--- src/hdl/irpk_pkg.sv ---
// Package for the IR pulse/space transmit packer.
// Holds constants, the controller state type and the command/status structs.
// No dependencies.
`default_nettype none

package irpk_pkg;

  localparam int DUR_W       = 24;
  localparam int BYTE_W      = 8;
  localparam int PAIR_W      = 2 * BYTE_W;
  localparam int CHUNK_UNITS = 255;
  localparam int US_SCALE    = 100;
  localparam int ROUND_BIAS  = 50;
  localparam int UNIT_DIV    = 1285;

  // Numerator of the unit conversion
  localparam int NUM_W  = $clog2((2 ** DUR_W - 1) * US_SCALE + ROUND_BIAS + 1);

  // Reciprocal of UNIT_DIV: (n * RECIP_MULT) >> RECIP_SHIFT is exact for n below 2**LOW_W
  localparam int LOW_W       = 25;
  localparam int RECIP_W     = 26;
  localparam int RECIP_MULT  = 53478193;
  localparam int RECIP_SHIFT = 36;
  localparam int PROD_W      = LOW_W + RECIP_W;

  // Steps of one conversion before its result is stored
  localparam int CONV_STEPS = 1;
  localparam int DCNT_W     = $clog2(CONV_STEPS + 1);

  localparam logic ACT_VALUE = 1'b0;
  localparam logic ACT_FLUSH = 1'b1;
  localparam logic REQ_SEND  = 1'b0;
  localparam logic REQ_FLUSH = 1'b1;

  typedef enum logic [3:0] {
    ST_IDLE,
    ST_DIV_P,
    ST_DIV_S,
    ST_SPLIT_P,
    ST_SPLIT_S,
    ST_PUT_MAIN,
    ST_TRAIL,
    ST_FLUSH_BUF,
    ST_FLUSH_REQ,
    ST_DRAIN
  } irpk_state_t;

  typedef struct packed {
    logic take_in;
    logic div_step;
    logic p_store;
    logic s_store;
    logic split_p;
    logic split_s;
    logic put_main;
    logic put_trail;
    logic flush_buf;
    logic flush_req;
    logic drain;
  } irpk_cmd_t;

  typedef struct packed {
    logic exp_space;
    logic in_flush;
    logic act_flush;
    logic div_done;
    logic p_big;
    logic s_big;
    logic trail_zero;
    logic slot_ok;
  } irpk_stat_t;

endpackage

`default_nettype wire

--- src/hdl/irpk_ifs.sv ---
// Valid/ready channel interfaces for the IR packer input and result items.
// Depends on irpk_pkg for field widths.
`default_nettype none

interface irpk_in_if
  import irpk_pkg::*;
  ();
  logic             valid;
  logic             ready;
  logic             action;
  logic [DUR_W-1:0] duration_us;

  modport source (output valid, output action, output duration_us, input ready);
  modport sink   (input valid, input action, input duration_us, output ready);
endinterface

interface irpk_out_if
  import irpk_pkg::*;
  ();
  logic              valid;
  logic              ready;
  logic              request_kind;
  logic [PAIR_W-1:0] newer_pair;
  logic [PAIR_W-1:0] older_pair;
  logic              last;

  modport source (output valid, output request_kind, output newer_pair,
                  output older_pair, output last, input ready);
  modport sink   (input valid, input request_kind, input newer_pair,
                  input older_pair, input last, output ready);
endinterface

`default_nettype wire

--- src/hdl/ir_pulse_space_tx_packer.sv ---
// IR pulse/space transmit packer. A pulse item is taken with no result.
// A space item runs two unit conversions, then split, main pair, trailing chunks and drain,
// splitting off each 255-unit pulse chunk and each space chunk, stalling while results wait.
// A flush passes the flush-buffer, flush-request and drain steps, after the space steps when
// a pulse dangles; the last result is offered as the next item is taken.
// Synchronous active-low reset empties the pair buffer and all result stages.
`default_nettype none

module ir_pulse_space_tx_packer
  import irpk_pkg::*;
#(
  parameter int MAX_CHUNKS = 60
) (
  input wire          clk,
  input wire          rst_n,
  irpk_in_if.sink     in_chan,
  irpk_out_if.source  out_chan
);

  irpk_cmd_t  cmd;
  irpk_stat_t stat;
  logic       in_ready;

  assign in_chan.ready = in_ready;

  irpk_ctrl u_ctrl (
    .clk      (clk),
    .rst_n    (rst_n),
    .in_valid (in_chan.valid),
    .in_ready (in_ready),
    .stat     (stat),
    .cmd      (cmd)
  );

  irpk_dp #(
    .MAX_CHUNKS (MAX_CHUNKS)
  ) u_dp (
    .clk              (clk),
    .rst_n            (rst_n),
    .cmd              (cmd),
    .stat             (stat),
    .in_action        (in_chan.action),
    .in_duration_us   (in_chan.duration_us),
    .out_valid        (out_chan.valid),
    .out_ready        (out_chan.ready),
    .out_request_kind (out_chan.request_kind),
    .out_newer_pair   (out_chan.newer_pair),
    .out_older_pair   (out_chan.older_pair),
    .out_last         (out_chan.last)
  );

endmodule

`default_nettype wire

--- src/hdl/irpk_ctrl.sv ---
// Sequencing state machine of the IR packer: conversion, splitting, flush.
// Depends on irpk_pkg; drives the datapath through irpk_cmd_t.
`default_nettype none

module irpk_ctrl
  import irpk_pkg::*;
(
  input  wire        clk,
  input  wire        rst_n,
  input  wire        in_valid,
  output logic       in_ready,
  input  irpk_stat_t stat,
  output irpk_cmd_t  cmd
);

  irpk_state_t state_r, state_nxt;

  always_ff @(posedge clk) begin
    if (!rst_n) begin
      state_r <= ST_IDLE;
    end else begin
      state_r <= state_nxt;
    end
  end

  always_comb begin
    state_nxt = state_r;
    case (state_r)
      ST_IDLE: begin
        if (in_valid) begin
          if (stat.exp_space) begin
            state_nxt = ST_DIV_P;
          end else if (stat.in_flush) begin
            state_nxt = ST_FLUSH_BUF;
          end
        end
      end
      ST_DIV_P:     if (stat.div_done) state_nxt = ST_DIV_S;
      ST_DIV_S:     if (stat.div_done) state_nxt = ST_SPLIT_P;
      ST_SPLIT_P:   if (!stat.p_big) state_nxt = ST_SPLIT_S;
      ST_SPLIT_S:   if (!stat.s_big) state_nxt = ST_PUT_MAIN;
      ST_PUT_MAIN:  if (stat.slot_ok) state_nxt = ST_TRAIL;
      ST_TRAIL: begin
        if (stat.trail_zero) begin
          state_nxt = stat.act_flush ? ST_FLUSH_BUF : ST_DRAIN;
        end
      end
      ST_FLUSH_BUF: if (stat.slot_ok) state_nxt = ST_FLUSH_REQ;
      ST_FLUSH_REQ: if (stat.slot_ok) state_nxt = ST_DRAIN;
      ST_DRAIN:     if (stat.slot_ok) state_nxt = ST_IDLE;
      default:      state_nxt = ST_IDLE;
    endcase
  end

  always_comb begin
    cmd      = '0;
    in_ready = 1'b0;
    case (state_r)
      ST_IDLE: begin
        in_ready    = 1'b1;
        cmd.take_in = in_valid;
      end
      ST_DIV_P: begin
        cmd.div_step = !stat.div_done;
        cmd.p_store  = stat.div_done;
      end
      ST_DIV_S: begin
        cmd.div_step = !stat.div_done;
        cmd.s_store  = stat.div_done;
      end
      ST_SPLIT_P:   cmd.split_p   = stat.p_big && stat.slot_ok;
      ST_SPLIT_S:   cmd.split_s   = stat.s_big;
      ST_PUT_MAIN:  cmd.put_main  = stat.slot_ok;
      ST_TRAIL:     cmd.put_trail = !stat.trail_zero && stat.slot_ok;
      ST_FLUSH_BUF: cmd.flush_buf = stat.slot_ok;
      ST_FLUSH_REQ: cmd.flush_req = stat.slot_ok;
      ST_DRAIN:     cmd.drain     = stat.slot_ok;
      default:      cmd = '0;
    endcase
  end

endmodule

`default_nettype wire

--- src/hdl/irpk_dp.sv ---
// Datapath of the IR packer: reciprocal unit conversion, chunk splitting,
// pair buffer, one-item hold stage and output register. Depends on irpk_pkg.
`default_nettype none

module irpk_dp
  import irpk_pkg::*;
#(
  parameter int MAX_CHUNKS = 60
) (
  input  wire                clk,
  input  wire                rst_n,
  input  irpk_cmd_t          cmd,
  output irpk_stat_t         stat,
  input  wire                in_action,
  input  wire  [DUR_W-1:0]   in_duration_us,
  output logic               out_valid,
  input  wire                out_ready,
  output logic               out_request_kind,
  output logic [PAIR_W-1:0]  out_newer_pair,
  output logic [PAIR_W-1:0]  out_older_pair,
  output logic               out_last
);

  localparam int CAP     = MAX_CHUNKS * CHUNK_UNITS;
  localparam int UW      = $clog2(CAP + 1);
  localparam int TW      = (MAX_CHUNKS > 1) ? $clog2(MAX_CHUNKS) : 1;
  localparam int SAT_NUM = (CAP + 1) * UNIT_DIV;

  // Sequence state
  logic [DUR_W-1:0]  held_us_r, space_us_r;
  logic              exp_space_r, act_r;
  logic [BYTE_W-1:0] pend_p_r, pend_s_r;

  // Unit conversion
  logic [NUM_W-1:0]  num_r;
  logic [UW-1:0]     quo_r;
  logic              sat_r;
  logic [DCNT_W-1:0] dcnt_r;
  logic [NUM_W-1:0]  num_p, num_s;
  logic [PROD_W-1:0] prod;
  logic [UW-1:0]     units_clamp;

  // Split
  logic [UW-1:0] p_r, s_r;
  logic [TW-1:0] trail_r;

  // Hold and output stages
  logic              hold_valid_r;
  logic              hold_kind_r;
  logic [PAIR_W-1:0] hold_new_r, hold_old_r;
  logic              out_valid_r, out_kind_r, out_last_r;
  logic [PAIR_W-1:0] out_new_r, out_old_r;

  logic              out_free, pend_nz, put_en, emit_en, move_out;
  logic [BYTE_W-1:0] put_p, put_s;
  logic              emit_kind;
  logic [PAIR_W-1:0] emit_new, emit_old;

  assign num_p = NUM_W'(held_us_r) * NUM_W'(US_SCALE) + NUM_W'(ROUND_BIAS);
  assign num_s = NUM_W'(space_us_r) * NUM_W'(US_SCALE) + NUM_W'(ROUND_BIAS);

  // Below the saturation point the numerator fits LOW_W bits
  assign prod = PROD_W'(num_r[LOW_W-1:0]) * PROD_W'(RECIP_MULT);

  assign units_clamp = sat_r ? UW'(CAP) : quo_r;

  assign out_free = !out_valid_r || out_ready;
  assign pend_nz  = (pend_p_r != '0) || (pend_s_r != '0);

  always_comb begin
    put_en = cmd.split_p || cmd.put_main || cmd.put_trail;
    put_p  = '0;
    put_s  = '0;
    if (cmd.split_p) begin
      put_p = BYTE_W'(CHUNK_UNITS);
    end else if (cmd.put_main) begin
      put_p = p_r[BYTE_W-1:0];
      put_s = s_r[BYTE_W-1:0];
    end else if (cmd.put_trail) begin
      put_s = BYTE_W'(CHUNK_UNITS);
    end
    emit_en   = ((put_en || cmd.flush_buf) && pend_nz) || cmd.flush_req;
    emit_kind = cmd.flush_req ? REQ_FLUSH : REQ_SEND;
    emit_new  = put_en ? {put_s, put_p} : '0;
    emit_old  = cmd.flush_req ? '0 : {pend_s_r, pend_p_r};
    move_out  = (emit_en || cmd.drain) && hold_valid_r;
  end

  // Control state
  always_ff @(posedge clk) begin
    if (!rst_n) begin
      held_us_r    <= '0;
      exp_space_r  <= 1'b0;
      act_r        <= ACT_VALUE;
      pend_p_r     <= '0;
      pend_s_r     <= '0;
      dcnt_r       <= DCNT_W'(CONV_STEPS);
      hold_valid_r <= 1'b0;
      out_valid_r  <= 1'b0;
    end else begin
      if (cmd.take_in) begin
        act_r <= in_action;
        if (in_action == ACT_VALUE && !exp_space_r) begin
          held_us_r   <= in_duration_us;
          exp_space_r <= 1'b1;
        end else begin
          held_us_r   <= '0;
          exp_space_r <= 1'b0;
        end
        if (exp_space_r) begin
          dcnt_r <= '0;
        end
      end else if (cmd.div_step) begin
        dcnt_r <= dcnt_r + DCNT_W'(1);
      end else if (cmd.p_store) begin
        dcnt_r <= '0;
      end

      if ((put_en || cmd.flush_buf) && pend_nz) begin
        pend_p_r <= '0;
        pend_s_r <= '0;
      end else if (put_en) begin
        pend_p_r <= put_p;
        pend_s_r <= put_s;
      end

      if (emit_en) begin
        hold_valid_r <= 1'b1;
      end else if (cmd.drain) begin
        hold_valid_r <= 1'b0;
      end

      out_valid_r <= (out_valid_r && !out_ready) || move_out;
    end
  end

  // Payload registers
  always_ff @(posedge clk) begin
    if (cmd.take_in) begin
      space_us_r <= (in_action == ACT_FLUSH) ? '0 : in_duration_us;
      num_r      <= num_p;
    end else if (cmd.div_step) begin
      sat_r <= num_r >= NUM_W'(SAT_NUM);
      quo_r <= prod[RECIP_SHIFT +: UW];
    end else if (cmd.p_store) begin
      p_r   <= units_clamp;
      num_r <= num_s;
    end

    if (cmd.s_store) begin
      s_r     <= units_clamp;
      trail_r <= '0;
    end else if (cmd.split_s) begin
      s_r     <= s_r - UW'(CHUNK_UNITS);
      trail_r <= trail_r + TW'(1);
    end else if (cmd.put_trail) begin
      trail_r <= trail_r - TW'(1);
    end

    if (cmd.split_p) begin
      p_r <= p_r - UW'(CHUNK_UNITS);
    end

    if (emit_en) begin
      hold_kind_r <= emit_kind;
      hold_new_r  <= emit_new;
      hold_old_r  <= emit_old;
    end

    if (move_out) begin
      out_kind_r <= hold_kind_r;
      out_new_r  <= hold_new_r;
      out_old_r  <= hold_old_r;
      out_last_r <= cmd.drain;
    end
  end

  always_comb begin
    stat.exp_space  = exp_space_r;
    stat.in_flush   = (in_action == ACT_FLUSH);
    stat.act_flush  = (act_r == ACT_FLUSH);
    stat.div_done   = (dcnt_r == DCNT_W'(CONV_STEPS));
    stat.p_big      = p_r > UW'(CHUNK_UNITS);
    stat.s_big      = s_r > UW'(CHUNK_UNITS);
    stat.trail_zero = (trail_r == '0);
    stat.slot_ok    = !hold_valid_r || out_free;
  end

  assign out_valid        = out_valid_r;
  assign out_request_kind = out_kind_r;
  assign out_newer_pair   = out_new_r;
  assign out_older_pair   = out_old_r;
  assign out_last         = out_last_r;

  a_emit_room: assert property (@(posedge clk) disable iff (!rst_n)
    (emit_en && hold_valid_r) |-> out_free)
    else $error("item emitted while hold and output stages are full");

  a_flush_empty: assert property (@(posedge clk) disable iff (!rst_n)
    cmd.flush_req |-> !pend_nz)
    else $error("flush request issued with a pair still buffered");

  a_store_done: assert property (@(posedge clk) disable iff (!rst_n)
    (cmd.p_store || cmd.s_store) |-> (units_clamp <= UW'(CAP)))
    else $error("converted units above the cap at store");

  a_drain_clear: assert property (@(posedge clk) disable iff (!rst_n)
    cmd.drain |=> !hold_valid_r)
    else $error("hold stage still valid after drain");

endmodule

`default_nettype wire
--- src/flat_wrapper.sv ---
// flat-port wrapper written by rule: the top's interface ports become plain ports
module ir_pulse_space_tx_packer_flat import irpk_pkg::*;
#(
  parameter int MAX_CHUNKS = 60
)
  (clk, rst_n, in_chan_valid, in_chan_action, in_chan_duration_us, in_chan_ready, out_chan_valid, out_chan_request_kind, out_chan_newer_pair, out_chan_older_pair, out_chan_last, out_chan_ready);
  irpk_in_if in_chan_i ();
  irpk_out_if out_chan_i ();
  input wire clk;
  input wire rst_n;
  input wire logic [$bits(in_chan_i.valid)-1:0] in_chan_valid;
  input wire logic [$bits(in_chan_i.action)-1:0] in_chan_action;
  input wire logic [$bits(in_chan_i.duration_us)-1:0] in_chan_duration_us;
  output wire logic [$bits(in_chan_i.ready)-1:0] in_chan_ready;
  output wire logic [$bits(out_chan_i.valid)-1:0] out_chan_valid;
  output wire logic [$bits(out_chan_i.request_kind)-1:0] out_chan_request_kind;
  output wire logic [$bits(out_chan_i.newer_pair)-1:0] out_chan_newer_pair;
  output wire logic [$bits(out_chan_i.older_pair)-1:0] out_chan_older_pair;
  output wire logic [$bits(out_chan_i.last)-1:0] out_chan_last;
  input wire logic [$bits(out_chan_i.ready)-1:0] out_chan_ready;
  assign in_chan_i.valid = in_chan_valid;
  assign in_chan_i.action = in_chan_action;
  assign in_chan_i.duration_us = in_chan_duration_us;
  assign in_chan_ready = in_chan_i.ready;
  assign out_chan_valid = out_chan_i.valid;
  assign out_chan_request_kind = out_chan_i.request_kind;
  assign out_chan_newer_pair = out_chan_i.newer_pair;
  assign out_chan_older_pair = out_chan_i.older_pair;
  assign out_chan_last = out_chan_i.last;
  assign out_chan_i.ready = out_chan_ready;
  ir_pulse_space_tx_packer #(.MAX_CHUNKS(MAX_CHUNKS)) u_core (.clk(clk), .rst_n(rst_n), .in_chan(in_chan_i), .out_chan(out_chan_i));
endmodule
--- config.mk ---
export PLATFORM = sky130hd
export DESIGN_NAME = ir_pulse_space_tx_packer_flat
export DESIGN_NICKNAME = d
export VERILOG_FILES = /design/src/hdl/irpk_pkg.sv /design/src/hdl/irpk_ifs.sv /design/src/hdl/ir_pulse_space_tx_packer.sv /design/src/hdl/irpk_ctrl.sv /design/src/hdl/irpk_dp.sv /design/src/flat_wrapper.sv
export SDC_FILE = /design/constraint.sdc
export NUM_CORES = 1
export LEC_CHECK = 0
export BUFFER_PORTS_ARGS = -buffer_cell sky130_fd_sc_hd__buf_2
export CORE_MARGIN = 2
export CORE_UTILIZATION = 65
export CTS_BUF_LIST = sky130_fd_sc_hd__clkbuf_8
export DETAILED_ROUTE_END_ITERATION = 8
export PLACE_DENSITY = 0.8
export REMOVE_ABC_BUFFERS = 1
export SYNTH_ARGS = -nofsm -noshare
export SYNTH_HDL_FRONTEND = slang
export SYNTH_SLANG_ARGS = --single-unit
--- constraint.sdc ---
create_clock -name clk -period 14.85 [get_ports clk]
set_clock_uncertainty 0.15 [all_clocks]
set_input_delay 2.97 -clock clk [delete_from_list [all_inputs] [get_ports clk]]
set_output_delay 2.97 -clock clk [all_outputs]
set_load 0.02 [all_outputs]
==> impl_metrics.ini <==
[outcome]
outcome = complete, no violations

[logic_synthesis]
seq_area_frac_synth_pct = 28.4
synthesis.instances = 2173
ys_dominant_reg_cell = edfxtp_1
synth.lib_cells_used.distinct = 78
synth_top_area_share_pct = 23.2
yosys_reg_bits = 218
postSynthAreaPerCell_sq_um = 9.72
yosysWarningCount = 0
synth_async_sr_flop_share_pct = 0
post_synth_main_area_contributors = edfxtp_1 23%, ha_1 22%, fa_1 13%, inv_1 7.6%, dfxtp_1 5.2%
synth_top_cell_by_area = edfxtp_1
netlist_area_sq_um = 21100
number_of_synthesized_flops_with_an_enable_pin = 163

[critical_path]
worstPathMaxFanout = 4
endpoint_kind = register
critical_path.top_delay_family = adder cells
worstPathBufferInverterCount = 5
setup.worst_path.class = reg -> reg
max_stage_delay_ns = 0.62
worstPathCellList = ha_1 > ha_1 > nor2_1 > fa_1 > inv_1 > fa_1 > inv_1 > fa_1 > inv_1 > fa_1 > inv_1 > fa_1 > inv_1 > ha_1 > o21ai_0 > a21oi_1 > o21ai_0 > o31ai_1 > a31oi_1 > o31ai_1 > a31oi_1 > xnor2_1
timing.critical_path.from_type = register
cp.arrival_ns = 6.97
crit_path_top_delay_cell = o31ai_1
required_ns = 14.99

[grt]
antenna_violations_before_repair = 0
groute.usage.overall_pct = 27.1
wire_length_of_the_first_global_routing_pass_mm = 74.0
grt_start_max_net_pins = 57
grt_overflow_total = 0
grt_pass1_vias = 15800

[final_layout]
drive_gt1_share_pct = 6.49
syn2layout_area_growth_pct = 7.11
final_common_cell = inv_1
n_antenna_cell = 0
layout.cells.most_common_list = 441 x inv_1, 374 x ha_1, 163 x edfxtp_1
num-nets-final = 2780

[route]
ant_nets = 0
detail_route.first_pass.iterations = 5
routed_wl_mm = 44.5
routed_via_density = 5.64
dr_total_vias = 15200
wire_per_inst_um = 16.5
detail_route.drc_violations = 0
drt_iter0_markers = 753

[placed_design]
dp_hpwl_mm = 36.1
gpl.final_weighted_congestion = 0.966
port_buffers = 64

[sta]
rsz_0062_raised_after_global_routing = false
timing_hold_violations_final = 0
finalCritPeriodShare_pct = 46.0
timing.max_slew.rel_slack_pct = 10.9
setup_viol = 0
tightest_slew_ns = 1.34
min_period_ns = 6.83
finalSetupTns_ns = 0
finalMaxSlewViolations = 0
max_clock_freq_ghz = 0.146

[cts]
clk_pin_slew_ns = 0.06
cts_setup_buffers = 0
numClockSinks = 218
cts_hold_buffers = 0
cts-htree-levels = 2
cts_resized = 0
cts_made_buffers = 37
clk_latency_ns = 0.57
tritoncts = done
ctsLongestPathBuffers = 3
clock-root-buffer = clkbuf_8

[floorplanning]
io-pin-count = 65
core-area_sq_um = 31800
die_x_um = 184
count_of_standard_cell_rows = 65
die_boundary_height_um = 184
design.die.area_sq_um = 33900
initial_utilization_pct = 66.4

[job]
drv_cap = 0

[min_path]
hold_path_class = reg -> reg
[state kept, by name, indices dropped and copies added (netlist names), 4 cells and up]
| signal | flops |
|---|---|
| u_core.u_dp.num_r | 29 |
| u_core.u_dp.held_us_r | 24 |
| u_core.u_dp.space_us_r | 24 |
| u_core.u_dp.hold_new_r | 16 |
| u_core.u_dp.hold_old_r | 16 |
| u_core.u_dp.out_newer_pair | 16 |
| u_core.u_dp.out_older_pair | 16 |
| u_core.u_dp.p_r | 14 |
| u_core.u_dp.quo_r | 14 |
| u_core.u_dp.s_r | 14 |
| u_core.u_dp.pend_p_r | 8 |
| u_core.u_dp.pend_s_r | 8 |
| u_core.u_dp.trail_r | 6 |
| u_core.u_ctrl.state_r | 4 |
[cell type report]
cell class              instances  area [sq um]
flip-flops and latches        218          6000
repair buffers                 74           395
multi-input cells            1478         13300
fillers                      2394          9180
well taps                     435           544
clock inverters                28           193
clock buffers                  40           551
inverters                     428          1610
[path summary, 6_finish.rpt]
path / start / endpoint / slack [ns] / cells after the start
worst max-delay path: u_core.u_dp.num_r[20]$_DFFE_PP_ / u_core.u_dp.quo_r[10]$_DFFE_PP_ / 8.02 / 22
worst min-delay path: u_core.u_dp.hold_new_r[15]$_SDFFCE_PN0P_ / u_core.u_dp.out_newer_pair[15]$_DFFE_PP_ / 0.26 / 0
worst max register to register: u_core.u_dp.num_r[20]$_DFFE_PP_ / u_core.u_dp.quo_r[10]$_DFFE_PP_ / 8.02 / 22
worst min register to register: u_core.u_dp.hold_new_r[15]$_SDFFCE_PN0P_ / u_core.u_dp.out_newer_pair[15]$_DFFE_PP_ / 0.26 / 0
[worst register-to-register path: cells and delay by family, from the launching register on]
family | cells | cell delay, ns
AO/OA/AOI/OAI | 7 | 2.06
XOR/XNOR | 1 | 0.15
AND/OR/NAND/NOR | 1 | 0.06
buffers and inverters | 5 | 0.28
adder cells (fa/ha/maj) | 8 | 3.43
flip-flops | 1 | 0.45
[synthesized netlist by cell type, drive strengths merged (6+ instances only)]
cell / instances
ha: 374
nand2b: 20
fa: 140
dfxtp: 55
a21o: 33
a31oi: 12
o21ai: 90
clkbuf: 40
nor3: 33
xnor2: 52
nand2: 116
o21bai: 7
xor2: 48
a21boi: 6
nor3b: 27
buf: 9
edfxtp: 163
and2: 23
nand3: 28
nor2: 101
inv: 427
a21oi: 129
o211ai: 10
nor2b: 68
a211oi: 15
mux2i: 20
nor4: 10
nand4: 14
and3: 14
[cells by family (layout without fill, tap and decap cells)]
| kind of cell | after synthesis | after routing | share of synthesized area [%] |
|---|---|---|---|
| AOI/OAI and AO/OA | 355 | 355 | 10.3 |
| xor gates and xnor gates | 100 | 100 | 4.15 |
| adders and majority gates | 514 | 514 | 35.4 |
| buffers and inverters | 477 | 570 | 8.50 |
| DFF | 218 | 218 | 28.4 |
| muxes | 21 | 21 | 1.00 |
| and+or+nand+nor | 488 | 488 | 12.2 |
[layer usage]
layer / wire (um) / track usage [%]
met5: 0 / 0
met4: 1110 / 7.36
met3: 1630 / 2.96
met2: 22400 / 49.3
met1: 19400 / 34.2
[through the flow]
stage | worst slack (ns) | std cells | hold WS (ns) | area, sq um | util (%)
5_1_grt | 7.78 | 2701 | 0.265 | 22600 | 71.1
6_report | 8.02 | 2701 | 0.259 | 22600 | 71.1
2_1_floorplan | 6.97 | 2124 | 0.250 | 20900 | -
3_5_place_dp | 8.05 | 2633 | 0.255 | 21900 | 68.8
4_1_cts | 8.05 | 2701 | 0.256 | 22600 | 71.1
3_3_place_gp | 8.14 | 2633 | 0.251 | 21900 | 68.8
Power is not shown: default switching activity piles up to over one toggle a cycle in this logic, so the estimate is an artifact.
